==> src/hdl/msa_pkg.sv <==
// Shared types and constants for the multidimensional array store.
// No dependencies; every other file imports this package.
package msa_pkg;

  localparam int MAX_DIMS   = 4;
  localparam int MEM_DEPTH  = 4096;
  localparam int ELEM_WIDTH = 32;

  localparam int DATA_W   = 32;                            // port width of element values
  localparam int IDX_W    = 12;                            // index field width
  localparam int BOUND_W  = 13;                            // bound register width
  localparam int DIMS_W   = 3;                             // dims_in_use register width
  localparam int CFG_W    = BOUND_W;                       // widest register
  localparam int CFG_IDX_W = $clog2(MAX_DIMS + 1);
  localparam int NDIM_W   = $clog2(MAX_DIMS + 1);
  localparam int DIX_W    = (MAX_DIMS > 1) ? $clog2(MAX_DIMS) : 1;
  localparam int OFF_W    = $clog2(MEM_DEPTH);
  localparam int TOT_W    = $clog2(MEM_DEPTH + 2);         // holds the saturated total
  localparam int PROD_W   = TOT_W + BOUND_W;
  localparam int QDEPTH   = 2;
  localparam int QPTR_W   = (QDEPTH > 1) ? $clog2(QDEPTH) : 1;
  localparam int QCNT_W   = $clog2(QDEPTH + 1);

  localparam logic [CFG_IDX_W-1:0] REG_DIMS   = CFG_IDX_W'(0);
  localparam logic [CFG_IDX_W-1:0] REG_BOUND0 = CFG_IDX_W'(1);

  typedef enum logic [1:0] {
    ST_OK    = 2'd0,
    ST_RANGE = 2'd1,
    ST_SHAPE = 2'd2
  } status_t;

  typedef enum logic {
    OP_READ  = 1'b0,
    OP_WRITE = 1'b1
  } op_t;

  typedef enum logic [1:0] {
    SH_START,
    SH_RUN,
    SH_IDLE
  } shape_state_t;

  typedef struct packed {
    logic [NDIM_W-1:0]                n;
    logic [MAX_DIMS-1:0][BOUND_W-1:0] bound;
    logic [MAX_DIMS-1:0][TOT_W-1:0]   stride;
    logic                             bad;
    logic                             busy;
  } shape_t;

  typedef struct packed {
    op_t                op;
    logic [DATA_W-1:0]  value;
    logic [OFF_W-1:0]   offset;
    status_t            status;
  } acc_t;

endpackage

==> src/hdl/msa_queue.sv <==
// Short FIFO of classified accesses between front and back end.
// Depends on msa_pkg.
module msa_queue import msa_pkg::*; (
  input  logic clk,
  input  logic rst,
  input  logic push,
  input  acc_t push_data,
  output logic full,
  output logic valid,
  output acc_t head,
  input  logic pop
);

  acc_t              entry [QDEPTH];
  logic [QPTR_W-1:0] wr_ptr;
  logic [QPTR_W-1:0] rd_ptr;
  logic [QCNT_W-1:0] count;

  assign full  = (count == QCNT_W'(QDEPTH));
  assign valid = (count != '0);
  assign head  = entry[rd_ptr];

  always_ff @(posedge clk) begin
    if (rst) begin
      wr_ptr <= '0;
      rd_ptr <= '0;
      count  <= '0;
    end else begin
      if (push) begin
        wr_ptr <= (wr_ptr == QPTR_W'(QDEPTH - 1)) ? '0 : wr_ptr + QPTR_W'(1);
      end
      if (pop) begin
        rd_ptr <= (rd_ptr == QPTR_W'(QDEPTH - 1)) ? '0 : rd_ptr + QPTR_W'(1);
      end
      if (push && !pop) begin
        count <= count + QCNT_W'(1);
      end else if (pop && !push) begin
        count <= count - QCNT_W'(1);
      end
    end
  end

  always_ff @(posedge clk) begin
    if (push) begin
      entry[wr_ptr] <= push_data;
    end
  end

endmodule

==> config.mk <==
export PLATFORM = sky130hd
export DESIGN_NAME = msa_queue
export DESIGN_NICKNAME = d
export VERILOG_FILES = /design/src/hdl/msa_pkg.sv /design/src/hdl/msa_queue.sv
export SDC_FILE = /design/constraint.sdc
export NUM_CORES = 1
export LEC_CHECK = 0
export BUFFER_PORTS_ARGS = -buffer_cell sky130_fd_sc_hd__buf_2
export CORE_UTILIZATION = 30
export CTS_CLUSTER_DIAMETER = 100
export CTS_CLUSTER_SIZE = 12
export DETAILED_ROUTE_END_ITERATION = 7
export GPL_ROUTABILITY_DRIVEN = 1
export SLEW_MARGIN = 40
export SYNTH_ARGS = -nofsm -noshare
export SYNTH_HDL_FRONTEND = slang
export SYNTH_SLANG_ARGS = --single-unit
==> constraint.sdc <==
create_clock -name clk -period 4.6 [get_ports clk]
set_input_delay 0.92 -clock clk [delete_from_list [all_inputs] [get_ports clk]]
set_output_delay 0.92 -clock clk [all_outputs]
set_load 0.05 [all_outputs]
# ---- Word-level counts from Yosys, hierarchy flattened
# Memory sizes are Yosys's and may differ from the RTL's. A register that Yosys moved wholly into a read port is not among the register bits.
# Cells that the tools add are included.
dict set report totals {
  reg_bits 4
  ram_bits 94
  in_bits 51
  memories 1
}
# name depth width read_ports rd_ports_with_merged_regs write_ports line_no
set memory_table {}
lappend memory_table {entry 2 47 1 1 1 msa_queue.sv:14} ;# acc_t entry [QDEPTH];
dict set report classes {
  addsub 4
  eq_ne 1
  mux 8
  reduce_logical 6
}
# cell count
set op_table {}
lappend op_table {{$mux W1} 6}
lappend op_table {{$mux W2} 2}
lappend op_table {{$reduce_bool A2 Y1} 2}
lappend op_table {{$add A1 B1 Y1 const B} 2}
lappend op_table {{$add A2 B1 Y2 const B} 1}
lappend op_table {{$eq A2 B2 Y1 const B} 1}
lappend op_table {{$logic_and A1 B1 Y1} 2}
lappend op_table {{$logic_not A1 Y1} 2}
lappend op_table {{$sub A2 B1 Y2 const B} 1}

# ---- Depth between registers and ports, before layout
# Gate-level depths: netlist of run 1.
dict set report logic_depth {
  word_depth 4
  depth_mapped 5
  ltp_nobuf 5
}

# ---- Least setup slack after synthesis of run 1
# OpenSTA, ideal clock, no wires.
dict set report synth_path {
  kind {input-to-reg}
  startpoint {in push}
  endpoint {mem entry[0][0] (netlist name) (enable)}
  setup_ns 0.457
  arrival_ns 3.008
  required_ns 4.143
  path_slack_ns 1.134
  stages 1
  cell_sequence {nor2b_1}
}
dict set report synth_via {
  elab_chain_len 2
}
# element line_no
set synth_rtl {}
lappend synth_rtl {{start, declared} msa_queue.sv:6} ;# input logic push,
lappend synth_rtl {{$mux W1} msa_queue.sv:44} ;# if (push) begin
lappend synth_rtl {{$mux W1 (implied by the code)} msa_queue.sv:45} ;# entry[wr_ptr] <= push_data;
lappend synth_rtl {{end, declared} msa_queue.sv:14}
# No other way between the ends.

==> results by group, run 1 <==
Clocking
  • Clock latency of the later-clocked register in the worst-skew pair: 0.35 ns
  • Maximum clock path buffer count: 2
  • Clock slew seen by the registers of the worst setup and hold paths: 0.06 ns
  • Number of buffers inserted during clock tree synthesis: 9
  • Clk sinks: 99
  • Setup Fix Bufs, Post-CTS: 0
  • Number of gates resized after CTS: 0
  • TritonCTS clock tree: built
  • Cell chosen for the clock root: clkbuf_16
  • Number of H-tree branching levels: 3
  • Hold buffer count at CTS: 0

Timing
  • RSZ-0062 raised after global routing: false
  • Max-slew violations: 0
  • Worst rel slew slack: 0.5509
  • Achievable frequency: 369.1 MHz
  • Count of endpoints failing setup in the final report: 0
  • Worst Clk Skew: 0.004367 ns
  • Final setup TNS: 0 ns
  • Total count of hold-check failures in the final report: 0
  • Minimum clock period after layout: 2.709 ns
  • Least-Margin Pin Slew: 0.6722 ns
  • Post-route clock period utilization: 0.5890

Logic synthesis
  • Combined area of all synthesized cells: 3608 um^2
  • Count of warnings emitted by yosys: 0
  • Mapped Cells: 168
  • Cell type with the highest aggregate area in the netlist: edfxtp_1
  • Compound-Gate Fraction of Synth Area: 0.002774
  • Fraction of the mapped netlist area in simple logic gates: 0.01352
  • Cell types occupying the most area after synthesis: edfxtp_1, mux2_2, dfxtp_1
  • Nets in the synthesized netlist: 220
  • Largest family of logic cells by synthesized area: multiplexers
  • Share of the synthesized area in the top cell type: 0.7822
  • Share of cell area taken by muxes after synthesis: 0.1467
  • Fraction of the yosys area taken by sequential cells: 0.8100
  • XOR/XNOR share of the synthesized area: 0.009709
  • Post-synthesis sequential element count: 99
  • Synthesized-area fraction occupied by adder cells: 0.003467
  • Average instance area after synthesis: 21.48 um^2
  • Synth cell types: 18

Worst setup path
  • Data required time of the critical path: 3.68 ns
  • Crit start category: flop
  • R2r endpoint: entry[0][40]$_DFFE_PP_
  • Register-to-register setup slack: 2.86 ns
  • Data arrival at the endpoint of the critical path: 1.79 ns
  • Critical R2R Launch: wr_ptr$_SDFFE_PP0P_
  • Number of cells on the worst reg-to-reg path: 2
  • Highest net fanout along the worst path: 47
  • WS Path Type: reg -> out
  • Kind of end point of the critical path: output pin

Drt
  • DRC violations left: 8
  • Total number of vias: 1853
  • First-pass detailed-route iteration total: 6
  • Iteration-0 DRC count of the detailed router: 73
  • Routed Antenna Nets: 0
  • Via/cell ratio: 4.381
  • Wire length per cell: 14.49 um
  • Final wirelength: 6130 um

Floorplanning
  • Total Die Area: 12470 um^2
  • Vert. Die Dim: 111.7 um
  • I/O pin count: 100
  • Initial standard-cell utilization of the core: 0.3120
  • Total core area: 11560 um^2
  • Cell Rows: 39
  • Chip width: 111.7 um

Flow run
  • Number of max-cap violations: 0

Finish
  • Synth-to-Final Area Change: 27.29%
  • Number of antenna diodes: 0
  • Nets: 327
  • Most common cell after layout, fill and taps aside: buf_2
  • Most used cells in the layout excluding fill and tap cells: buf_2, edfxtp_1, mux2_2
  • Fraction of layout cells with a size suffix above 1: 0.6000
  • Filler cell count in the final layout: 1087
  • Post-route cell area: 4593 um^2
  • Post-route non-filler standard cell count: 423

Global routing
  • Largest net degree at the start of global routing: 48
  • Via count of the first global-routing pass: 2007
  • Global-route usage over all layers: 0.1062
  • Antenna violations before repair: 0
  • First-pass GRT wire length: 9701 um
  • Total overflow reported by the global router: 0

Power
  • Worst voltage drop across the vdd grid: 0.1796 mV
  • Power density over the cells: 488.1 nW/um^2
  • P_leak: 1.721 nW

Hold path
  • Number of instances on the worst hold path: 2
  • Path category of the worst min-delay check: reg -> reg
  • Worst hold endpoint: count[1]$_SDFFE_PP0P_
  • Min-delay src: count[1]$_SDFFE_PP0P_

Status
  • Violations in the final reports: design-rule violations
  • Outcome: finished with violations

Place
  • Area of placed instances: 4264 um^2
  • Number of buffers inserted by port buffering: 99
  • Half-perimeter wire length of the detailed placement result: 3809 um
  • Total placed cells including tap cells: 407
  • Global placer's final weighted congestion: 0.6229
==> critical path, cell delays in order, from the launching register on <==
cell     delay [ns]
dfxtp_4        0.77
mux2_2         0.42
buf_2          0.22
==> layer usage <==
layer  global-route usage  wire (um)  vias up
li1                     -          -      868
met1               0.1138       2496      913
met2               0.1743       3048       60
met3              0.05444        469       12
met4              0.04865        116        0
met5                    0          0        -
==> final cells by class <==
| class | count | area, um^2 | share of cell area |
|---|---|---|---|
| clock buffer | 12 | 256.5 | 0.05584 |
| clock inverter | 4 | 72.57 | 0.01580 |
| inverter | 1 | 3.754 | 0.0008172 |
| multi-input combinational | 63 | 644.4 | 0.1403 |
| sequential | 99 | 2927 | 0.6372 |
| tap | 143 | 178.9 | 0.03895 |
| timing repair buffer | 101 | 510.5 | 0.1111 |
==> cells in the mapped netlist (all sizes together) <==
library cell / count
a21oi: 1
and2: 1
and2b: 1
buf: 5
dfxtp: 5
edfxtp: 94
ha: 1
inv: 1
mux2: 47
nor2: 4
nor2b: 1
o21ai: 1
or2: 1
or3: 1
xnor2: 2
xor2: 2
==> registers in the layout, summed over array words and instances, names as in the netlist, named ones only <==
name	flops
entry	94
wr_ptr	1
count	2
rd_ptr	1
==> through the flow <==
stage | hold WS [ns] | utilization | setup slack, ns | power, mW
detailed placement | 0.4965 | 0.3687 | 2.062 | 1.454
CTS | 0.5050 | 0.3972 | 1.838 | 2.275
global placement | 0.4823 | 0.3685 | 1.842 | 1.450
floorplan | 0.4564 | - | 1.134 | 1.364
global route | 0.5465 | 0.3972 | 1.794 | 2.325
finish | 0.5008 | 0.3972 | 1.891 | 2.242
==> worst max-delay path by stage <==
stage	startpoint	to	slack [ns]	cells past startpoint
after floorplan	push	entry[0][0]$_DFFE_PP_	1.13	1
after global placement	flop	head[34]	1.84	2
after detailed placement	push	entry[0][43]$_DFFE_PP_	2.06	3
after CTS	flop	head[34]	1.84	2
after global routing	flop	head[27]	1.79	2
final	flop	head[32]	1.89	2
==> where the power goes <==
group / internal (mW) / leakage, nW / switching, mW
Clock: 0.505 / 0.159 / 0.310
Combinational: 0.103 / 0.638 / 0.245
Sequential: 1.05 / 0.924 / 0.0294
Total: 1.66 / 1.72 / 0.584
==> logic make-up (layout without fill, tap and decap cells) <==
| logic type | count (synthesis) | after routing |
|---|---|---|
| flops | 99 | 99 |
| simple gates | 9 | 9 |
| buf+inv | 6 | 118 |
| compound gates | 2 | 2 |
| mux | 47 | 47 |
| fa+ha+maj | 1 | 1 |
| xor+xnor | 4 | 4 |
Note: power is estimated with default switching activity, not from simulation.
==> inputs of run 2 (changes only) <==
Clock period 4.6 ns to 2.2 ns, I/O delays scaled along.
==> run 2 against run 1 <==
- critical path type unchanged
- largest power group unchanged
- the run still ends with design-rule violations left
- count of clock-buffer cells in the layout fell by 1
- die area did not move
- largest cell class unchanged
- register-to-register slack got worse by 2.1 ns
- sequential share of layout area rose by 0.31 points
==> results by group, run 2 (synthesis gave the netlist of run 1 again) <==
Worst setup path
  • Cell with the biggest individual delay on the critical path: mux2_2
  • CP max stage delay: 0.39 ns (-0.38 ns)
  • Data required time of the critical path: 1.76 ns (-1.92 ns)
  • CP bufs+invs: 2 (+1)
  • Dominant delay contributor by cell family on the critical path: buffers and inverters
  • Kind of end point of the critical path: output pin
  • Highest net fanout along the worst path: 47 (unchanged)
  • WS Path Type: reg -> out
  • Data arrival at the endpoint of the critical path: 1.55 ns (-0.24 ns)
  • Crit start category: flop
  • Critical path cell sequence: buf_12 > mux2_2 > buf_2

Place
  • Total placed cells including tap cells: 409 (+0.49%)
  • Area of placed instances: 4314 um^2 (+1.2%)
  • Global placer's final weighted congestion: 0.6255 (+0.42%)
  • Number of buffers inserted by port buffering: 99 (unchanged)
  • Half-perimeter wire length of the detailed placement result: 3890 um (+2.1%)
  • Placement-stage worst setup slack: 0.5495 ns (-1.513 ns)

Flow run
  • Number of max-cap violations: 0 (unchanged)

Drt
  • Highest metal layer with signal wires: met4
  • Iteration-0 DRC count of the detailed router: 77 (+5.5%)
  • Via/cell ratio: 4.329 (-1.2%)
  • Wire length the detailed router placed on met1: 2616 um (+4.8%)
  • DRC violations left: 6 (-2)
  • Total number of vias: 1840 (-0.70%)
  • Routed met2 length: 3110 um (+2.0%)
  • Wire length per cell: 14.70 um (+1.5%)
  • First-pass detailed-route iteration total: 6 (unchanged)
  • Met3 wirelength from detailed routing: 470 um (+0.21%)
  • Routed Antenna Nets: 0 (unchanged)
  • Final wirelength: 6249 um (+1.9%)

Clocking
  • Clock latency of the later-clocked register in the worst-skew pair: 0.33 ns (-0.02 ns)
  • Hold buffer count at CTS: 0 (unchanged)
  • Clk sinks: 99 (unchanged)
  • Maximum clock path buffer count: 2 (unchanged)
  • Clock slew seen by the registers of the worst setup and hold paths: 0.06 ns (about the same)
  • Number of H-tree branching levels: 3 (unchanged)
  • Cell chosen for the clock root: clkbuf_16
  • Number of buffers inserted during clock tree synthesis: 9 (unchanged)
  • TritonCTS clock tree: built
  • Number of gates resized after CTS: 0 (unchanged)
  • Setup Fix Bufs, Post-CTS: 0 (unchanged)

Timing
  • Post-route clock period utilization: 0.9050
  • Total count of hold-check failures in the final report: 0 (unchanged)
  • Worst hold margin: 0.2887 ns (-0.2121 ns)
  • Count of endpoints failing setup in the final report: 0 (unchanged)
  • Achievable frequency: 502.2 MHz
  • Setup slack after layout: 0.2090 ns (-1.682 ns)
  • Worst rel slew slack: 0.7899 (+0.2390)
  • RSZ-0062 raised after global routing: false
  • Final setup TNS: 0 ns (unchanged)
  • Worst Clk Skew: 0.002339 ns (-0.002028 ns)
  • Least-Margin Pin Slew: 0.3152 ns (-0.3570 ns)
  • Minimum clock period after layout: 1.991 ns
  • Max-slew violations: 0 (unchanged)

Finish
  • Number of antenna diodes: 0 (unchanged)
  • Largest regs: entry: 94 flops, count: 2 flops
  • Flip-flop count of the largest register, all copies and words added: 94 (unchanged)
  • Nets: 329 (+0.61%)
  • Post-route cell area: 4567 um^2 (-0.57%)
  • Most common cell after layout, fill and taps aside: buf_2
  • Core occupancy in the finished layout: 0.3949 (-0.002272)
  • Most used cells in the layout excluding fill and tap cells: buf_2, edfxtp_1, mux2_2
  • Register containing the most flip-flops in the final layout: entry
  • Fraction of layout cells with a size suffix above 1: 0.5851 (-0.01489)
  • Synth-to-Final Area Change: 26.56%
  • Post-route non-filler standard cell count: 425 (+0.47%)

Floorplanning
  • I/O pin count: 100 (unchanged)
  • Cell Rows: 39 (unchanged)
  • Total core area: 11560 um^2 (unchanged)
  • Chip width: 111.7 um (unchanged)
  • Total Die Area: 12470 um^2 (unchanged)
  • Vert. Die Dim: 111.7 um (unchanged)
  • Initial standard-cell utilization of the core: 0.3120 (unchanged)

Global routing
  • Via count of the first global-routing pass: 1913 (-4.7%)
  • Total overflow reported by the global router: 0 (unchanged)
  • First-pass GRT wire length: 9846 um (+1.5%)
  • Global-route usage over all layers: 0.1080 (+0.001815)
  • Antenna violations before repair: 0 (unchanged)
  • Largest net degree at the start of global routing: 48 (unchanged)

Power
  • P_leak: 1.707 nW (-0.85%)
  • Worst voltage drop across the vdd grid: 0.7018 mV (+290%)
  • Total power: 4.354 mW (+94%)
  • Power density over the cells: 953.4 nW/um^2 (+95%)

Status
  • Outcome: finished with violations
  • Violations in the final reports: design-rule violations

Hold path
  • Path category of the worst min-delay check: in -> reg
run 2: area by class of cell:
class,instances,area (um^2)
sequential,99,2924
clock buffer,11,232.7
tap,143,178.9
inverter,1,3.754
timing repair buffer,103,563.0
clock inverter,5,20.02
multi-input combinational,63,644.4
fill,1089,6998
run 2: path summary, 6_finish.rpt:
check / depth (start not counted) / from / endpoint / slack (ns)
max: 3 / flop / head[34] / 0.21
min: 1 / push_data[41] / entry[0][41]$_DFFE_PP_ / 0.29
max reg2reg: 2 / wr_ptr$_SDFFE_PP0P_ / entry[1][20]$_DFFE_PP_ / 0.81
min reg2reg: 2 / count[1]$_SDFFE_PP0P_ / count[1]$_SDFFE_PP0P_ / 0.51
run 2: report_power, final:
group / switching (mW) / internal [mW]
registers: 0.0301 / 2.19
logic: 0.551 / 0.231
clock network: 0.599 / 0.749
total: 1.18 / 3.17
run 2: per-layer routing:
metal	vias to the layer above	GRT usage
met5	-	0
met4	0	0.03514
met3	4	0.05280
met2	68	0.1772
met1	896	0.1232
li1	872	-
run 2: worst reg2reg max path, cell delays in order, from the launching register on:
cell and delay [ns]:
dfxtp_1 0.40, and2_2 0.37, buf_12 0.29
