File: src/hdl/msa_pkg.sv
// Shared types and constants for the multidimensional array store.
// No dependencies; every other file imports this package.
package msa_pkg;

  localparam int MAX_DIMS   = 4;
  localparam int MEM_DEPTH  = 4096;
  localparam int ELEM_WIDTH = 32;

  localparam int DATA_W   = 32;                            // port width of element values
  localparam int IDX_W    = 12;                            // index field width
  localparam int BOUND_W  = 13;                            // bound register width
  localparam int DIMS_W   = 3;                             // dims_in_use register width
  localparam int CFG_W    = BOUND_W;                       // widest register
  localparam int CFG_IDX_W = $clog2(MAX_DIMS + 1);
  localparam int NDIM_W   = $clog2(MAX_DIMS + 1);
  localparam int DIX_W    = (MAX_DIMS > 1) ? $clog2(MAX_DIMS) : 1;
  localparam int OFF_W    = $clog2(MEM_DEPTH);
  localparam int TOT_W    = $clog2(MEM_DEPTH + 2);         // holds the saturated total
  localparam int PROD_W   = TOT_W + BOUND_W;
  localparam int QDEPTH   = 2;
  localparam int QPTR_W   = (QDEPTH > 1) ? $clog2(QDEPTH) : 1;
  localparam int QCNT_W   = $clog2(QDEPTH + 1);

  localparam logic [CFG_IDX_W-1:0] REG_DIMS   = CFG_IDX_W'(0);
  localparam logic [CFG_IDX_W-1:0] REG_BOUND0 = CFG_IDX_W'(1);

  typedef enum logic [1:0] {
    ST_OK    = 2'd0,
    ST_RANGE = 2'd1,
    ST_SHAPE = 2'd2
  } status_t;

  typedef enum logic {
    OP_READ  = 1'b0,
    OP_WRITE = 1'b1
  } op_t;

  typedef enum logic [1:0] {
    SH_START,
    SH_RUN,
    SH_IDLE
  } shape_state_t;

  typedef struct packed {
    logic [NDIM_W-1:0]                n;
    logic [MAX_DIMS-1:0][BOUND_W-1:0] bound;
    logic [MAX_DIMS-1:0][TOT_W-1:0]   stride;
    logic                             bad;
    logic                             busy;
  } shape_t;

  typedef struct packed {
    op_t                op;
    logic [DATA_W-1:0]  value;
    logic [OFF_W-1:0]   offset;
    status_t            status;
  } acc_t;

endpackage

File: src/hdl/msa_shape.sv
// Shape registers and the row-major stride sequencer, one multiply per cycle.
// Depends on msa_pkg.
module msa_shape import msa_pkg::*; (
  input  logic                 clk,
  input  logic                 rst,
  input  logic                 cfg_we,
  input  logic [CFG_IDX_W-1:0] cfg_index,
  input  logic [CFG_W-1:0]     cfg_data,
  output shape_t               shape
);

  shape_state_t                     state, state_next;
  logic [DIMS_W-1:0]                dims;
  logic [MAX_DIMS-1:0][BOUND_W-1:0] bound;
  logic [MAX_DIMS-1:0][TOT_W-1:0]   stride;
  logic [NDIM_W-1:0]                n;
  logic [NDIM_W-1:0]                cnt;
  logic [TOT_W-1:0]                 total;
  logic                             bad;
  logic                             busy;
  logic [NDIM_W-1:0]                n_clamp;
  logic [NDIM_W-1:0]                cnt_m1;
  logic [DIX_W-1:0]                 dix;
  logic [PROD_W-1:0]                prod;
  logic                             cfg_hit;
  logic [CFG_IDX_W-1:0]             bsel_full;
  logic [DIX_W-1:0]                 bsel;

  always_comb begin
    priority if (dims == '0) begin
      n_clamp = NDIM_W'(1);
    end else if (int'(dims) > MAX_DIMS) begin
      n_clamp = NDIM_W'(MAX_DIMS);
    end else begin
      n_clamp = NDIM_W'(dims);
    end
  end

  assign cnt_m1    = cnt - NDIM_W'(1);
  assign dix       = cnt_m1[DIX_W-1:0];
  assign prod      = PROD_W'(total) * PROD_W'(bound[dix]);
  assign bsel_full = cfg_index - REG_BOUND0;
  assign bsel      = bsel_full[DIX_W-1:0];
  assign cfg_hit   = cfg_we && (int'(cfg_index) <= MAX_DIMS);

  always_comb begin
    state_next = state;
    priority if (cfg_hit) begin
      state_next = SH_START;
    end else begin
      unique case (state)
        SH_START: state_next = SH_RUN;
        SH_RUN:   state_next = (cnt == NDIM_W'(1)) ? SH_IDLE : SH_RUN;
        SH_IDLE:  state_next = SH_IDLE;
        default:  state_next = SH_START;
      endcase
    end
  end

  always_comb begin
    busy = (state != SH_IDLE);
  end

  always_ff @(posedge clk) begin
    if (rst) begin
      state <= SH_START;
      dims  <= DIMS_W'(1);
      for (int d = 0; d < MAX_DIMS; d++) begin
        bound[d] <= BOUND_W'(1);
      end
    end else begin
      state <= state_next;
      if (cfg_hit) begin
        if (cfg_index == REG_DIMS) begin
          dims <= cfg_data[DIMS_W-1:0];
        end else begin
          bound[bsel] <= cfg_data[BOUND_W-1:0];
        end
      end
    end
  end

  // walk from the innermost used dimension outward, saturating past the memory size
  always_ff @(posedge clk) begin
    if (state == SH_START) begin
      n     <= n_clamp;
      cnt   <= n_clamp;
      total <= TOT_W'(1);
      bad   <= 1'b0;
    end else if (state == SH_RUN) begin
      stride[dix] <= total;
      cnt         <= cnt_m1;
      if (prod > PROD_W'(MEM_DEPTH)) begin
        bad   <= 1'b1;
        total <= TOT_W'(MEM_DEPTH + 1);
      end else begin
        total <= prod[TOT_W-1:0];
      end
    end
  end

  assign shape.n      = n;
  assign shape.bound  = bound;
  assign shape.stride = stride;
  assign shape.bad    = bad;
  assign shape.busy   = busy;

endmodule

File: config.mk
export PLATFORM = sky130hd
export DESIGN_NAME = msa_shape
export DESIGN_NICKNAME = d
export VERILOG_FILES = /design/src/hdl/msa_pkg.sv /design/src/hdl/msa_shape.sv
export SDC_FILE = /design/constraint.sdc
export NUM_CORES = 1
export LEC_CHECK = 0
export BUFFER_PORTS_ARGS = -buffer_cell sky130_fd_sc_hd__buf_4
export CORE_MARGIN = 3
export CORE_UTILIZATION = 66
export CTS_BUF_LIST = sky130_fd_sc_hd__clkbuf_4
export DETAILED_ROUTE_END_ITERATION = 7
export PLACE_DENSITY = 0.89
export SYNTH_ARGS = -nofsm -noshare
export SYNTH_HDL_FRONTEND = slang
export SYNTH_SLANG_ARGS = --single-unit
File: constraint.sdc
create_clock -name clk -period 24.7 [get_ports clk]
set_input_delay 1.235 -clock clk [delete_from_list [all_inputs] [get_ports clk]]
set_output_delay 1.235 -clock clk [all_outputs]
set_load 0.03 [all_outputs]
[After elaboration in Yosys (flattened, before gate mapping)]
Cells that the tools add are included.
Storage, ports and cells
  register bits after elaboration: 129
  input bits: 19
  output and inout bits: 109
  word-level logic and storage cells: 57
Cells by class
  add/sub/neg operators: 2
  multipliers: 1
  order comparisons: 7
  equal/unequal tests: 4
  mux-type cells: 15
  bitwise operators: 2
  reduce and logical (&&, ||, !) cells: 12
Operators with widths (number)
  52-bit bitwise mux: 2
  13-bit demux with 2-bit select: 2
  13-bit 2-to-1 mux: 4
  13-bit binary-select mux with 2-bit select: 1
  26-bit by 13-bit > comparator with 1-bit output (second input constant): 1
  13-bit by 13-bit multiplier with 26-bit output: 1
  3-bit 2-to-1 mux: 4
  2-bit AND reduction: 4
  3-bit zero test: 2
  2-bit by 3-bit < comparator with 1-bit output (second input constant): 2
  2-bit one-hot mux with 3 select lines: 1
  2-bit by 1-bit greater-or-equal comparator with 1-bit output (second input constant): 2
  3-bit by 1-bit == test with 1-bit output (second input constant): 1
  3-bit > comparator (second input constant): 1
  3-bit <= comparator (second input constant): 1
  1-bit logical AND: 3
  3-bit by 1-bit subtractor with 3-bit output (second input constant): 1
  2-bit by 1-bit == test with 1-bit output (second input constant): 1
  2-bit == test (second input constant): 1
  2-bit zero test: 1
  2-bit 2-to-1 mux: 1
  2-bit inequality test (second input constant): 1
  1-bit NOT: 2
  2-bit nonzero test: 1
  other kinds (2): 2

[Depth between registers and ports, before layout]
  depth in word-level cells: 6
  gate-level depth with buffers: 30
  depth with buffers taken out: 23

[Worst setup path after synthesis]
Ideal clock, no wire load.
  path type: flip-flop to flip-flop
  start: register cnt[0]
  end: register bad
  setup time: 115 ps
  data arrival time: 8055 ps
  required time: 24585 ps
  path slack: 16531 ps
  stages on the path, launching flop included: 30
  buffers on the path: 7
  period minus slack after synthesis: 8169 ps
  path through: edfxtp_1 > clkbuf_1 > buf_1 > inv_1 > ha_1 > clkbuf_1 > clkbuf_1 > mux4_2 > clkbuf_1 > and2_1 > fa_1 > inv_1 > fa_1 > fa_1 > inv_1 > fa_1 > inv_1 > fa_1 > inv_1 > ha_1 > buf_2 > a211o_1 > a21oi_2 > a2111oi_0 > a2111oi_2 > o2111ai_1 > nor4_2 > nand4_2 > buf_6 > o21a_1
On the way
  cells in the longest elaborated chain, start to end: 6
RTL lines
  start: declaration: RTL line msa_shape.sv:17  | logic [NDIM_W-1:0] cnt;
  start signal: assignment: RTL line msa_shape.sv:87  | cnt <= n_clamp;
  start signal: assignment: RTL line msa_shape.sv:92  | cnt <= cnt_m1;
  3-bit by 1-bit subtractor with 3-bit output: RTL line msa_shape.sv:39  | assign cnt_m1 = cnt - NDIM_W'(1);
  13-bit binary-select mux with 2-bit select: RTL line msa_shape.sv:41  | assign prod = PROD_W'(total) * PROD_W'(bound[dix]);
  13-bit 2-to-1 mux (implied by the code): RTL line msa_shape.sv:41
  13-bit by 13-bit multiplier with 26-bit output: RTL line msa_shape.sv:41
  26-bit by 13-bit > comparator with 1-bit output: RTL line msa_shape.sv:93  | if (prod > PROD_W'(MEM_DEPTH)) begin
  2-bit AND reduction (no line)
  end signal: assignment: RTL line msa_shape.sv:89  | bad <= 1'b0;
  end signal: assignment: RTL line msa_shape.sv:94  | bad <= 1'b1;
  end: declaration: RTL line msa_shape.sv:19  | logic bad;
No other way between the ends. The select of a mux whose other input is x is not followed.
A chain may end at the register's enable or synchronous reset.

[Worst setup path in the final report]
  start: register cnt[0]
  end: register total[12]
On the way
  cells in the longest elaborated chain, start to end: 6
RTL lines
  3-bit by 1-bit subtractor with 3-bit output (*): RTL line msa_shape.sv:39
  13-bit binary-select mux with 2-bit select (*): RTL line msa_shape.sv:41
  13-bit 2-to-1 mux (implied by the code) (*): RTL line msa_shape.sv:41
  13-bit by 13-bit multiplier with 26-bit output (*): RTL line msa_shape.sv:41
  26-bit by 13-bit > comparator with 1-bit output: RTL line msa_shape.sv:93
  13-bit 2-to-1 mux (*): RTL line msa_shape.sv:93
  end signal: assignment: RTL line msa_shape.sv:95  | total <= TOT_W'(MEM_DEPTH + 1);
  end signal: assignment: RTL line msa_shape.sv:97  | total <= prod[TOT_W-1:0];
  end: declaration: RTL line msa_shape.sv:18  | logic [TOT_W-1:0] total;
Every way passes the cells marked *; elsewhere a longest branch is shown, timed or not. The select of a mux whose other input is x is not followed.

==> impl_table.tex <==
\begin{tabular}{lr}
\hline
Metric & Value \\
\hline
\multicolumn{2}{l}{\textbf{Setup path}} \\
Req. time, crit path & 25140 ps \\
Ordered list of cells on the worst path & inv\_1, ha\_1, mux4\_2, and2\_1, fa\_1, inv\_1, fa\_1, inv\_1, fa\_1, fa\_1, inv\_1, fa\_1, inv\_1, ha\_1, nand2\_1, nor2\_1, o2111ai\_1, a211oi\_1, o22ai\_1, xnor2\_1, nand4\_2, o31a\_1 \\
Cell family contributing the most delay on the critical path & adder cells \\
Type of element launching the critical path & flip-flop \\
Critical-path maximum fanout & 18 \\
WP data arrival & 9170 ps \\
Nature of the critical path endpoint & flip-flop \\
Critical path start-end classification & flip-flop to flip-flop \\
Buffers and inverters on the worst path & 5 \\
Largest incremental delay on the critical path & between 900 and 1000 ps \\
Critical Path Slowest Stage Cell & edfxtp\_1 \\
\multicolumn{2}{l}{\textbf{Floorplan}} \\
Core box area & 15480 um\^{}2 \\
Number of top-level design ports & about 130 \\
Initial core utilization & between 60\% and 70\% \\
Die Ht & roughly 130 um \\
Count of standard-cell rows & 45 \\
Die outline width & around 130 um \\
Total Die Area & 17730 um\^{}2 \\
\multicolumn{2}{l}{\textbf{Place}} \\
Routability Congestion & 1.003 \\
Post-detail-place hpwl & 20.80 mm \\
Placement-stage worst setup slack & 16040 ps \\
Count of input and output buffers & 127 \\
\multicolumn{2}{l}{\textbf{Synthesis}} \\
Share of async-settable or async-resettable flops after synthesis & 0\% \\
Portion of netlist area occupied by mux cells & 3.319\% \\
Biggest area contributors in the synthesized netlist & fa\_1, edfxtp\_1, dfxtp\_1 \\
Average cell area after synthesis & 9.334 um\^{}2 \\
Count of yosys warnings during synthesis & 0 \\
Most frequent cells after synthesis & nand2\_1, inv\_1, fa\_1 \\
Number of enable-type register cells in the synthesized netlist & 58 \\
Post-synthesis simple-gate area fraction & 16.93\% \\
Portion of the post-synthesis area used by sequential elements & a little under 30\% \\
Post-Synthesis Net Count & about 1.4k \\
Largest family of logic cells by synthesized area & adder cells \\
Area share of fa/ha/maj cells after synthesis & 31.73\% \\
Area share of the largest cell type after synthesis & 22.70\% \\
Unique cell type count in the Yosys netlist & 60 \\
Share of the synthesized area in compound gates (AO/OA/AOI/OAI) & 8.514\% \\
Most used flip-flop cell after synthesis & dfxtp\_1 \\
Most frequently used cell type in the post-synthesis netlist & nand2\_1 \\
XOR/XNOR Fraction of Synth Area & around 1.1\% \\
Post-Synthesis Cells & between 1k and 1.5k \\
Post-synth top area cell & fa\_1 \\
Count of state elements after synthesis & 129 \\
Netlist area before placement & 10670 um\^{}2 \\
\multicolumn{2}{l}{\textbf{Clock tree}} \\
Number of gates resized after CTS & 0 \\
TritonCTS Buffers & 17 \\
Clock latency reported for the late side of the worst-skew pair & between 500 and 600 ps \\
Register clock-pin slew on the reported worst setup and hold paths & 120 ps \\
Depth of the CTS H-tree & 4 \\
Clock sink count & 129 \\
Hold\_buf cts & 0 \\
Root buffer selected by CTS & clkbuf\_4 \\
Clk buf depth & 2 \\
Post-CTS setup repair buffer count & 0 \\
CTS tree & yes \\
\multicolumn{2}{l}{\textbf{Power and ir drop}} \\
PwrDens & 49.20 nW/um\^{}2 \\
Leakage dissipation & 5.521 nW \\
Worst voltage drop across the vdd grid & 0.05688 mV \\
Design Power & 0.0005877 W \\
\multicolumn{2}{l}{\textbf{Global route}} \\
Vias in the first global route & $\sim$9k \\
Wire length of the first global-routing pass & 44.84 mm \\
Remaining Overflow, GRT & 0 \\
Pin count of the biggest net entering global routing & 55 \\
Number of antenna violations at the first check in global routing & 0 \\
Global routing usage summed across all routing layers & 32.29\% \\
\multicolumn{2}{l}{\textbf{Drt}} \\
Final antenna-violating net count & 0 \\
M1 WL & 10.32 mm \\
Detailed-routing iteration count for the pre-antenna-repair pass & 6 \\
Topmost layer with routed signal wires & met4 \\
Met2 layer wire length in the routed design & 13.73 mm \\
Number of violations reported at the end of detailed-routing iteration 0 & 744 \\
Routed vias/inst & 5.905 \\
Wire length per cell & 19.18 um \\
Routed length on met3 & 2.837 mm \\
Detailed Route WL & 27.93 mm \\
Via count & about 8.6k \\
DRC violations left & 0 \\
\multicolumn{2}{l}{\textbf{Timing}} \\
Unrepaired setup endpoints after global routing & false \\
Worst-case setup margin in the final layout & 15970 ps \\
Number of pins exceeding their max-slew limit in the final report & 0 \\
Layout Skew & 25.67 ps \\
Count of endpoints failing setup in the final report & 0 \\
Slew at the pin closest to its max-slew limit & 1054 ps \\
Maximum clock frequency & $\sim$0.11 GHz \\
Setup TNS & 0 ps \\
Final critical delay including setup and external delays & 8729 ps \\
Final cycle utilization of the critical path & between 30 and 40\% \\
Number of failing hold endpoints at the final stage & 0 \\
Relative slew slack & 29.45\% \\
\multicolumn{2}{l}{\textbf{Run status}} \\
Outcome & finished clean \\
\multicolumn{2}{l}{\textbf{Hold path}} \\
Type of the most critical hold path & flip-flop to flip-flop \\
\multicolumn{2}{l}{\textbf{Final layout}} \\
Area of the multi-input gates & 6583 um\^{}2 \\
Antenna cells & 0 \\
Layout Nets & $\sim$1.4k \\
FILL cells & 1029 \\
Fraction of final layout cells sized beyond drive strength 1 & 15.02\% \\
Sequential Area & $\sim$3200 um\^{}2 \\
Area Growth Syn to Fin & 11.96\% \\
\multicolumn{2}{l}{\textbf{Run}} \\
Number of maximum-capacitance violations & 0 \\
\hline
\end{tabular}
-- power breakdown --
part,switching [W],leakage [nW],internal [W]
clock network,0.0000831,0.161,0.0000643
registers,0.0000276,1.11,0.000246
logic,0.000106,4.25,0.0000603
-- area by class of cell --
class,count,area share (%)
clock buffers,20,1.257
inverters,183,5.751
well taps,211,2.210
repair buffers,129,8.107
multi-input cells,772,55.11
clock inverters,12,1.089
flip-flops and latches,129,26.48
-- stage by stage --
stage                     util [%]  cells  hold slack (ps)  area [um^2]
after detailed placement     75.34   1424            471.4        11660
final                        77.15   1456            490.6        11950
after global placement       75.34   1424            467.4        11660
after floorplan                  -   1143            463.4        10670
after global routing         77.15   1456            512.5        11950
after CTS                    77.15   1456            492.7        11950
-- worst register-to-register path, cell delays in order, from the launching register on --
cell,delay (ps)
edfxtp_1,930
inv_1,220
ha_1,790
mux4_2,750
and2_1,240
fa_1,540
inv_1,50
fa_1,480
inv_1,60
fa_1,520
fa_1,570
inv_1,70
fa_1,540
inv_1,60
ha_1,420
nand2_1,100
nor2_1,350
o2111ai_1,290
a211oi_1,430
o22ai_1,170
xnor2_1,340
nand4_2,370
o31a_1,360
-- placed cells by master (no fill, tap or decap), types with 5 or more instances in the layout --
cell | synthesis | final
nand2_1 | 248 | 248
inv_1 | 183 | 183
buf_4 | 2 | 129
fa_1 | 121 | 121
and2_1 | 79 | 79
ha_1 | 77 | 77
a21oi_1 | 74 | 74
dfxtp_1 | 71 | 71
edfxtp_1 | 58 | 58
nor2_1 | 21 | 21
clkbuf_4 | 0 | 20
o21ai_0 | 16 | 16
mux4_2 | 13 | 13
o21ai_1 | 11 | 11
xnor2_1 | 8 | 8
nand3_1 | 7 | 7
o21a_1 | 7 | 7
nand2b_1 | 6 | 6
nand4_1 | 6 | 6
a211oi_1 | 6 | 6
xor2_1 | 6 | 6
mux2i_1 | 5 | 5
-- metal layers --
| layer | track usage, % | vias up |
|---|---|---|
| li1 | - | 3814 |
| met1 | 39.85 | 4110 |
| met2 | 55.73 | 573 |
| met3 | 6.647 | 100 |
| met4 | 13.26 | 0 |
| met5 | 0 | - |
-- flip-flops by register name, summed over array words and instances (netlist names) --
signal  flops
bad         1
shape     104
total      13
n           3
cnt         3
state       2
dims        3
-- final timing paths --
check                              start                      to  slack [ps]  depth (start not counted)
setup reg to reg        cnt[0]$_DFFE_PP_  total[12]$_SDFFE_PP0P_       15970                         22
hold reg to reg   shape[87]$_SDFFE_PP0P_  shape[87]$_SDFFE_PP0P_         490                          2
hold / removal    shape[87]$_SDFFE_PP0P_  shape[87]$_SDFFE_PP0P_         490                          2
setup / recovery        cnt[0]$_DFFE_PP_  total[12]$_SDFFE_PP0P_       15970                         22
-- cell families (layout without fill, tap and decap cells) --
group | after synthesis | in the layout
and+or+nand+nor | 393 | 393
buffers and inverters | 242 | 344
adders and majority gates | 198 | 198
AOI/OAI and AO/OA | 148 | 148
DFF | 129 | 129
muxes | 19 | 19
xor gates and xnor gates | 14 | 14
Note: power is estimated with default switching activity, not from simulation.
