`config.mk`:
```
export PLATFORM = sky130hd
export DESIGN_NAME = msa_front
export DESIGN_NICKNAME = d
export VERILOG_FILES = /design/src/hdl/msa_pkg.sv /design/src/hdl/msa_front.sv
export SDC_FILE = /design/constraint.sdc
export NUM_CORES = 1
export LEC_CHECK = 0
export ABC_AREA = 0
export BUFFER_PORTS_ARGS = -buffer_cell sky130_fd_sc_hd__buf_2
export CORE_MARGIN = 5
export CORE_UTILIZATION = 50
export DETAILED_ROUTE_END_ITERATION = 16
export GPL_ROUTABILITY_DRIVEN = 0
export PLACE_DENSITY = 0.76
export SLEW_MARGIN = 40
export SYNTH_ARGS = -nofsm -noshare
export SYNTH_HDL_FRONTEND = slang
export SYNTH_SLANG_ARGS = --single-unit
```
`constraint.sdc`:
```
create_clock -name clk -period 4.5 [get_ports clk]
set_input_delay 0.225 -clock clk [delete_from_list [all_inputs] [get_ports clk]]
set_output_delay 0.225 -clock clk [all_outputs]
set_load 0.1 [all_outputs]
```
`src/hdl/msa_pkg.sv`:
```
// Shared types and constants for the multidimensional array store.
// No dependencies; every other file imports this package.
package msa_pkg;

  localparam int MAX_DIMS   = 4;
  localparam int MEM_DEPTH  = 4096;
  localparam int ELEM_WIDTH = 32;

  localparam int DATA_W   = 32;                            // port width of element values
  localparam int IDX_W    = 12;                            // index field width
  localparam int BOUND_W  = 13;                            // bound register width
  localparam int DIMS_W   = 3;                             // dims_in_use register width
  localparam int CFG_W    = BOUND_W;                       // widest register
  localparam int CFG_IDX_W = $clog2(MAX_DIMS + 1);
  localparam int NDIM_W   = $clog2(MAX_DIMS + 1);
  localparam int DIX_W    = (MAX_DIMS > 1) ? $clog2(MAX_DIMS) : 1;
  localparam int OFF_W    = $clog2(MEM_DEPTH);
  localparam int TOT_W    = $clog2(MEM_DEPTH + 2);         // holds the saturated total
  localparam int PROD_W   = TOT_W + BOUND_W;
  localparam int QDEPTH   = 2;
  localparam int QPTR_W   = (QDEPTH > 1) ? $clog2(QDEPTH) : 1;
  localparam int QCNT_W   = $clog2(QDEPTH + 1);

  localparam logic [CFG_IDX_W-1:0] REG_DIMS   = CFG_IDX_W'(0);
  localparam logic [CFG_IDX_W-1:0] REG_BOUND0 = CFG_IDX_W'(1);

  typedef enum logic [1:0] {
    ST_OK    = 2'd0,
    ST_RANGE = 2'd1,
    ST_SHAPE = 2'd2
  } status_t;

  typedef enum logic {
    OP_READ  = 1'b0,
    OP_WRITE = 1'b1
  } op_t;

  typedef enum logic [1:0] {
    SH_START,
    SH_RUN,
    SH_IDLE
  } shape_state_t;

  typedef struct packed {
    logic [NDIM_W-1:0]                n;
    logic [MAX_DIMS-1:0][BOUND_W-1:0] bound;
    logic [MAX_DIMS-1:0][TOT_W-1:0]   stride;
    logic                             bad;
    logic                             busy;
  } shape_t;

  typedef struct packed {
    op_t                op;
    logic [DATA_W-1:0]  value;
    logic [OFF_W-1:0]   offset;
    status_t            status;
  } acc_t;

endpackage

```
`src/hdl/msa_front.sv`:
```
// Front end: takes access beats, checks indexes, forms per-dimension products
// and the offset, and pushes classified accesses to the queue. Depends on msa_pkg.
module msa_front import msa_pkg::*; (
  input  logic                           clk,
  input  logic                           rst,
  input  shape_t                         shape,
  input  logic                           in_valid,
  output logic                           in_stall,
  input  op_t                            op,
  input  logic [DATA_W-1:0]              write_value,
  input  logic [MAX_DIMS-1:0][IDX_W-1:0] index,
  input  logic                           q_full,
  output logic                           q_push,
  output acc_t                           q_data
);

  logic                           a_valid;
  op_t                            a_op;
  logic [DATA_W-1:0]              a_value;
  status_t                        a_status;
  logic [MAX_DIMS-1:0][OFF_W-1:0] a_prod;

  logic                           a_take;
  logic                           range_bad;
  status_t                        status_c;
  logic [MAX_DIMS-1:0][OFF_W-1:0] prod_c;
  logic [IDX_W+OFF_W-1:0]         full_prod;
  logic [OFF_W-1:0]               sum;

  assign q_push   = a_valid && !q_full;
  assign in_stall = shape.busy || (a_valid && q_full);
  assign a_take   = in_valid && !in_stall;

  // products stay below the memory depth whenever every index is in range,
  // so only the low offset bits are kept
  always_comb begin
    range_bad = 1'b0;
    full_prod = '0;
    for (int d = 0; d < MAX_DIMS; d++) begin
      prod_c[d] = '0;
      if (NDIM_W'(d) < shape.n) begin
        if ({1'b0, index[d]} >= shape.bound[d]) begin
          range_bad = 1'b1;
        end
        full_prod = (IDX_W+OFF_W)'(index[d]) * (IDX_W+OFF_W)'(shape.stride[d][OFF_W-1:0]);
        prod_c[d] = full_prod[OFF_W-1:0];
      end
    end
    priority if (shape.bad) begin
      status_c = ST_SHAPE;
    end else if (range_bad) begin
      status_c = ST_RANGE;
    end else begin
      status_c = ST_OK;
    end
  end

  always_ff @(posedge clk) begin
    if (rst) begin
      a_valid <= 1'b0;
    end else if (a_take) begin
      a_valid <= 1'b1;
    end else if (q_push) begin
      a_valid <= 1'b0;
    end
  end

  always_ff @(posedge clk) begin
    if (a_take) begin
      a_op     <= op;
      a_value  <= write_value;
      a_status <= status_c;
      a_prod   <= prod_c;
    end
  end

  always_comb begin
    sum = '0;
    for (int d = 0; d < MAX_DIMS; d++) begin
      sum = sum + a_prod[d];
    end
    q_data.op     = a_op;
    q_data.value  = a_value;
    q_data.status = a_status;
    q_data.offset = (a_status == ST_OK) ? sum : '0;
  end

endmodule

```
# ---- After elaboration in Yosys (flattened, before gate mapping)
# Index checks and enable logic that the tools add are counted.
dict set report classes {
  n_reduce_logical 8
  add_sub_neg 3
  muxes 12
  multipliers 4
  order_cmp 8
}
# op count
set op_table {}
lappend op_table {{$ge A12 B13 Y1} 4}
lappend op_table {{$mul A12 B12 Y12} 4}
lappend op_table {{$add A12 B12 Y12} 3}
lappend op_table {{$mux W12} 1}
lappend op_table {{$mux W1} 11}
lappend op_table {{$lt A1 B3 Y1 const A} 2}
lappend op_table {{$lt A2 B3 Y1 const A} 2}
lappend op_table {{$logic_and A1 B1 Y1} 3}
lappend op_table {{$logic_not A1 Y1} 2}
lappend op_table {{$logic_not A2 Y1} 1}
lappend op_table {{$reduce_bool A2 Y1} 1}
lappend op_table {{$logic_or A1 B1 Y1} 1}
dict set report totals {
  output_inout_bits 49
  input_bits 194
  wordCells 43
  ff_bits 84
}

# ---- Longest topological paths before layout
# Gate-level depths: netlist of run 1.
dict set report depth {
  depth_word 10
  mapped_depth 18
}

# ---- Least setup slack after synthesis of run 1
# OpenSTA, ideal clock, no wires.
dict set report synth_timing {
  path_type {flip-flop to output port}
  start {register a_prod[1] in the netlist's numbering}
  end {output port q_data[11] in the netlist's numbering}
  t_arrival_ns 4.768
  path_slack_ns -0.493
  stages_incl_launch_ff 15
  required_ns 4.275
  path_cell_list {edfxtp_1 -> inv_1 -> fa_1 -> fa_1 -> inv_1 -> ha_1 -> inv_1 -> fa_1 -> nor2b_1 -> o21ai_1 -> a21boi_1 -> o31ai_1 -> a21boi_1 -> nor3_1 -> nor3_1}
}
# item line_no
set synth_lines {}
lappend synth_lines {{start, declared} msa_front.sv:21} ;# logic [MAX_DIMS-1:0][OFF_W-1:0] a_prod;
lappend synth_lines {{start signal, assigned} msa_front.sv:73} ;# a_prod <= prod_c;
lappend synth_lines {{end, declared} msa_front.sv:14} ;# output acc_t q_data

# ---- Final worst setup path of run 1
dict set report layout_timing {
  start {input port shape[46] in the netlist's numbering}
  end {register a_prod[47] in the netlist's numbering, data pin}
}
dict set report layout_between {
  elab_chain_len 1
}
# item line_no
set layout_rtl {}
lappend layout_rtl {{start, declared} msa_front.sv:6} ;# input shape_t shape,
lappend layout_rtl {{$mul A12 B12 Y12} msa_front.sv:45} ;# full_prod = (IDX_W+OFF_W)'(index[d]) * (IDX_W+OFF_W)'(shape.stride[d][OFF_W-1:0]);
# Every way passes these cells.
# A chain may end at the register's enable or synchronous reset.

==> results of run 1 <==
[placed cells by master, fill, tap and decap left out, types with 3 or more instances in the layout]
cell,synthesis,layout
o21ai_1,5,5
clkbuf_16,0,9
ha_1,175,175
o21a_1,4,4
a21oi_1,29,28
a2111oi_0,5,5
nor3_1,17,15
and2_1,85,84
nand2_2,3,3
o21ai_0,18,18
a211oi_1,4,4
nand2_1,246,246
nor2b_1,26,26
xnor3_1,4,4
inv_1,335,335
nand3_1,3,3
edfxtp_1,83,83
nor2_1,54,53
xnor2_1,78,78
buf_4,4,54
nand4_1,6,6
nand2b_1,5,5
a21o_1,15,15
xor2_1,25,25
buf_2,10,236
fa_1,178,178
[routing by layer]
layer  vias to the layer above  GRT usage, %  share of wire, %
met4                         0          4.82               1.5
met5                         -             0                 0
met2                       372          38.1                49
met3                        41          3.71               6.2
met1                      5066          27.0                43
li1                       5025             -                 -
[per-stage QoR]
| step | cell area, um2 | setup slack [ns] |
|---|---|---|
| 6_report | 15700 | 0.215 |
| 5_1_grt | 15700 | 0.00844 |
| 4_1_cts | 15700 | 0.135 |
| 3_5_place_dp | 15300 | -0.138 |
| 3_3_place_gp | 15300 | -0.0821 |
| 2_1_floorplan | 13400 | 0.0279 |
[state kept, by name, summed over array words and instances (netlist names)]
| register | cells |
|---|---|
| a_status | 2 |
| a_prod | 48 |
| a_op | 1 |
| a_valid | 1 |
| a_value | 32 |
[how the worst min path moves through the flow]
stage,cells after the start,end,from
after floorplan,1,a_valid$_SDFFE_PP0P_,rst
after global placement,2,a_valid$_SDFFE_PP0P_,rst
after detailed placement,2,a_valid$_SDFFE_PP0P_,rst
after CTS,2,a_valid$_SDFFE_PP0P_,rst
after global routing,1,a_value[28]$_DFFE_PP_,write_value[28]
final,2,a_valid$_SDFFE_PP0P_,rst
[synth_stat cells (2+ instances only)]
| cell type | n | share of area, % |
|---|---|---|
| xnor3_1 | 4 | 0.67 |
| o211ai_1 | 2 | 0.11 |
| buf_2 | 10 | 0.37 |
| inv_1 | 335 | 9.4 |
| xor2_1 | 25 | 1.6 |
| and3_1 | 2 | 0.093 |
| xnor2_1 | 78 | 5.1 |
| a2111oi_0 | 5 | 0.33 |
| fa_1 | 178 | 27 |
| nand2_2 | 3 | 0.14 |
| o21ai_1 | 5 | 0.19 |
| o21bai_1 | 2 | 0.11 |
| nor2b_1 | 26 | 1.2 |
| buf_4 | 4 | 0.22 |
| nand4_1 | 6 | 0.28 |
| and2_1 | 85 | 4.0 |
| a21boi_1 | 2 | 0.11 |
| a21oi_1 | 29 | 1.1 |
| a21o_1 | 15 | 0.84 |
| nand2_1 | 246 | 6.9 |
| a211oi_1 | 4 | 0.22 |
| nand3_1 | 3 | 0.11 |
| o21a_1 | 4 | 0.22 |
| or2_2 | 2 | 0.093 |
| nor3_1 | 17 | 0.63 |
| nor3b_1 | 3 | 0.17 |
| o21ai_0 | 18 | 0.67 |
| edfxtp_1 | 83 | 19 |
| nor2_1 | 54 | 1.5 |
| o31ai_1 | 2 | 0.11 |
| clkbuf_1 | 28 | 0.78 |
| o41ai_1 | 2 | 0.13 |
| ha_1 | 175 | 16 |
| nand2b_1 | 5 | 0.23 |
[report_power, final]
part	leakage (nW)	internal, mW	switching, mW	total (mW)
clock	0.159	0.495	0.320	0.815
combinational	7.23	2.40	3.28	5.67
sequential	0.789	1.11	0.0628	1.17
[logic make-up (layout without fill, tap and decap cells)]
group	count (synthesis)	after routing
adder cells (fa/ha/maj)	353	353
other	0	1
flip-flops	84	84
buffers and inverters	377	644
AO/OA/AOI/OAI	96	96
AND/OR/NAND/NOR	456	456
XOR/XNOR	108	108
[critical path, cell delays in order]
cell and delay, ns:
buf_2 0.12, nand2_1 0.08, fa_1 0.52, fa_1 0.54
inv_1 0.06, fa_1 0.46, fa_1 0.55, inv_1 0.06
fa_1 0.42, xor2_1 0.17, xnor2_1 0.20, xnor2_1 0.14
xnor3_1 0.42, xnor2_1 0.20, xnor2_1 0.09, and2_1 0.15
[area by class of cell]
type / count / area, um2 / area share, %
diodes: 1 / 2.50 / 0.0160
clock buffers: 9 / 225 / 1.44
clock inverters: 7 / 105 / 0.671
inverters: 335 / 1260 / 8.03
multi-input cells: 1013 / 9490 / 60.6
flip-flops and latches: 84 / 2510 / 16.0
well taps: 341 / 427 / 2.72
repair buffers: 293 / 1640 / 10.5
==> impl_metrics.json, run 1 <==
{
  "synth_edf_count": 83,
  "clock_path_buffers": 2,
  "vias_per_cell": 5.04,
  "syn_nets": 2021,
  "ant_nets": 0,
  "tns_ns": 0,
  "drt_first_pass_iters": 4,
  "ctsResizeCount": 0,
  "synthAdderAreaFrac_pct": 42.9,
  "ys.flop_type": "edfxtp_1",
  "rsz0062_at_grt": "no",
  "fp-row-count": 60,
  "grt_pass1_wl_mm": 53.1,
  "timing.critical_path.from": "shape[46]",
  "r2r_end": "a_prod[21]$_SDFFCE_PP0P_",
  "critPathArrivalTime_ns": 4.38,
  "p_per_area_nw_per_um2": 489,
  "async_flop_share_pct": 0,
  "drt_wl_total_mm": 31.5,
  "final.fill_count": 2270,
  "worst-setup-path-type": "input pin to register",
  "period_minus_slack_ns": 4.28,
  "crit_fanout": 4,
  "clk-insertion-delay-late_ns": 0.35,
  "yosysSeqAreaShare_pct": 18.7,
  "dp_hpwl_mm": 27.2,
  "coreArea_um2": 26700,
  "instances_no_fill": 2083,
  "cts_htree_levels": 3,
  "yosys.area_share.xor_xnor_pct": 7.52,
  "cap_violations": 0,
  "end_kind": "register",
  "grt_max_degree": 40,
  "fin_crit_sh_pct": 95.2,
  "antenna_found_initial": 1,
  "skew_ns": 0.00790,
  "syn2layout_area_growth_pct": 16.7,
  "drtIter0Drc": 484,
  "startpoint_type": "input pin",
  "clock-root-buffer": "clkbuf_16",
  "die_width_um": 174,
  "worstPathRequired_ns": 4.60,
  "slew_viol_final": 0,
  "hp-class": "input pin to register",
  "port_buffers": 238,
  "dp.cells": 2066,
  "utilization_pct": 58.8,
  "fp.dieH_um": 174,
  "hold_viol": 0,
  "post_cts_buffers": 0,
  "ctsHoldBuffers": 0,
  "cts.clk_slew.worst_paths_ns": 0.06,
  "syn_area_per_cell_um2": 9.10,
  "cts_sinks": 84,
  "r2r_slack_ns": 3.00,
  "totalPowerFinal_mw": 7.66,
  "yosys_warnings": 0,
  "synth_cells": 1474,
  "cts_tree": "done",
  "cts_inserted_buffers": 9,
  "max_freq_mhz": 233,
  "drc_errors": 0,
  "reg2reg_depth": 3,
  "io_pins": 243,
  "synth_compound_area_share_pct": 4.56,
  "fp.dieArea_um2": 30200,
  "leakage_nw": 8.18,
  "r2r_start": "a_valid$_SDFFE_PP0P_",
  "ir_drop_uv": 347,
  "overflow": 0,
  "synth_mux_area_share_pct": 0,
  "fin_nets": 2283,
  "wl_per_cell_um": 15.1,
  "critPathCapture": "a_prod[47]$_SDFFCE_PN0P_",
  "synth-seq-cells": 84,
  "track_usage_pct": 21.3,
  "synth_cell_types": 46,
  "via_count": 10500,
  "final-setup-viol-count": 0,
  "hold_slack_ns": 0.0468,
  "netlist_area_um2": 13400,
  "synth-simple-area-share_pct": 15.6,
  "slew_headroom_pct": 57.2,
  "drive_above_1_share_pct": 18.6,
  "worst_slew_pin_slew_ns": 0.641,
  "grt_pass1_vias": 11400,
  "outcome": "finished, final reports clean",
  "initial_core_util_pct": 50.3,
  "synth_top_family_by_area": "adder cells"
}
Note: power is estimated with default switching activity, not from simulation.
==> run 2: changes to the inputs <==
Settings changed: CORE_MARGIN 5 to 8, TNS_END_PERCENT set to 20.
==> run 2 against run 1 <==
  * Fmax increased by 1.1%
  * Cell count increased by 0.14%
  * Total power increased by 0.57%
  * Sequential share of layout area about the same
  * Largest cell class unchanged
  * First-iteration DRC count increased by 18%
  * Flip-flop and latch count unchanged
  * Die area increased by 7.0%
  * Global-route usage decreased by 0.90 points
  * Critical path type is now register to output port
  * Setup slack improved by 0.045 ns
  * Non-clock buffer count increased by 3
  * Worst hold slack got worse by 0.0024 ns
  * Count of clock-buffer cells in the layout increased by 2
==> impl_metrics.json, run 2 (synthesis gave the netlist of run 1 again) <==
{
  "cts_tree": "done",
  "tns_ns": 0,
  "antenna_found_initial": 1,
  "grt_pass1_wl_mm": 55.0,
  "clock_path_buffers": 2,
  "final-setup-viol-count": 0,
  "slew_viol_final": 0,
  "rsz0062_at_grt": "no",
  "cts_htree_levels": 3,
  "clk-insertion-delay-late_ns": 0.34,
  "final_cell_area_um2": 15700,
  "fin_nets": 2286,
  "cts_inserted_buffers": 9,
  "leakage_nw": 8.21,
  "dpl_cell_area_um2": 15300,
  "largest_reg_flops": 48,
  "crit_buf_inv": 4,
  "setup_ws_ns": 0.260,
  "instances_no_fill": 2086,
  "grt_max_degree": 36,
  "drt_wl_total_mm": 32.2,
  "fin_crit_sh_pct": 94.2,
  "crit_chain": "inv_1, fa_1, fa_1, inv_1, ha_1, inv_1, fa_1, nor2b_1, o21ai_1, a21boi_1, o31ai_1, a21boi_1, o21a_1, nor3_2, buf_2",
  "reg_top3": "a_prod (48), a_value (32), a_status (2)",
  "ir_drop_uv": 416,
  "drtIter0Drc": 570,
  "wl_per_cell_um": 15.5,
  "post_cts_buffers": 0,
  "multiInputGateArea_um2": 9480,
  "hold_viol": 0,
  "overflow": 0,
  "critPathTopFamily": "adder cells",
  "cts.clk_slew.worst_paths_ns": 0.06,
  "skew_ns": 0.00510,
  "ant_nets": 0,
  "dp_hpwl_mm": 27.6,
  "startpoint_type": "register",
  "io_pins": 243,
  "cpPeakStageDelay_ns": 0.57,
  "grt_pass1_vias": 11800,
  "utilization_pct": 58.8,
  "totalPowerFinal_mw": 7.70,
  "final_common_cell": "inv_1",
  "drc_errors": 0,
  "worstPathRequired_ns": 4.28,
  "drive_above_1_share_pct": 18.5,
  "vias_per_cell": 5.07,
  "critPathArrivalTime_ns": 4.01,
  "syn2layout_area_growth_pct": 16.9,
  "outcome": "finished, final reports clean",
  "track_usage_pct": 20.4,
  "cp_slowest_cell": "fa_1",
  "crit_fanout": 3,
  "dp.cells": 2069,
  "cap_violations": 0,
  "regMostFlops": "a_prod",
  "ctsResizeCount": 0,
  "hold_slack_ns": 0.0444,
  "fp-row-count": 60,
  "fp.dieArea_um2": 32300,
  "end_kind": "output port",
  "max_freq_mhz": 236,
  "seq_area_um2": 2510,
  "die_width_um": 180,
  "cts_sinks": 84,
  "ctsHoldBuffers": 0,
  "pre_cts_slack_ns": -0.182,
  "final_cell_mix": "inv_1 (335), nand2_1 (246), buf_2 (238), fa_1 (178), ha_1 (175)",
  "drt_first_pass_iters": 6,
  "coreArea_um2": 26700,
  "worst-setup-path-type": "register to output port",
  "period_minus_slack_ns": 4.24,
  "hp-class": "input pin to register",
  "via_count": 10600,
  "worst_slew_pin_slew_ns": 0.674,
  "clock-root-buffer": "clkbuf_16",
  "final.fill_count": 2229,
  "port_buffers": 238,
  "p_per_area_nw_per_um2": 491,
  "initial_core_util_pct": 50.3,
  "fp.dieH_um": 180,
  "slew_headroom_pct": 55.1
}
-- run 2: cell types whose count changed in the layout (fill, tap and decap cells not counted), moves of 2 or more --
cell,previous run,this run
clkinv_2,0,2
buf_4,54,56
inv_6,2,0
buf_2,236,238
-- run 2: path summary, 6_finish.rpt --
check                                               from                  endpoint  slack (ns)  cells after the start
worst max-delay path            a_prod[13]$_SDFFCE_PP0P_                q_data[11]        0.26                     15
worst min-delay path                                 rst      a_valid$_SDFFE_PP0P_        0.04                      2
worst max register to register      a_valid$_SDFFE_PP0P_  a_prod[31]$_SDFFCE_PP0P_        2.76                      4
worst min register to register      a_valid$_SDFFE_PP0P_      a_valid$_SDFFE_PP0P_        0.53                      2
-- run 2: routing by layer --
layer  wire, um  GRT usage [%]  vias up
met3       2100           3.75       61
met1      14000           25.6     5060
met5          0              0        -
met2      15600           35.8      424
li1           -              -     5029
met4        638           4.97        0
-- run 2: worst register-to-register path: stages (launching register included) --
cell     delay, ns
dfxtp_1       0.32
a21oi_1       0.18
and2_4        0.47
buf_16        0.24
buf_12        0.21
-- run 2: cell type report --
class | count | area share [%]
Tap cell | 341 | 2.72
Clock buffer | 11 | 1.55
Sequential cell | 84 | 16.0
Clock inverter | 5 | 0.638
Timing Repair Buffer | 296 | 10.6
Antenna cell | 1 | 0.0160
Inverter | 335 | 8.02
Multi-Input combinational cell | 1013 | 60.5
-- run 2: power by group --
group,internal (mW),switching (mW),leakage (nW)
Sequential,1.11,0.0651,0.789
Clock,0.555,0.287,0.170
Combinational,2.39,3.29,7.25
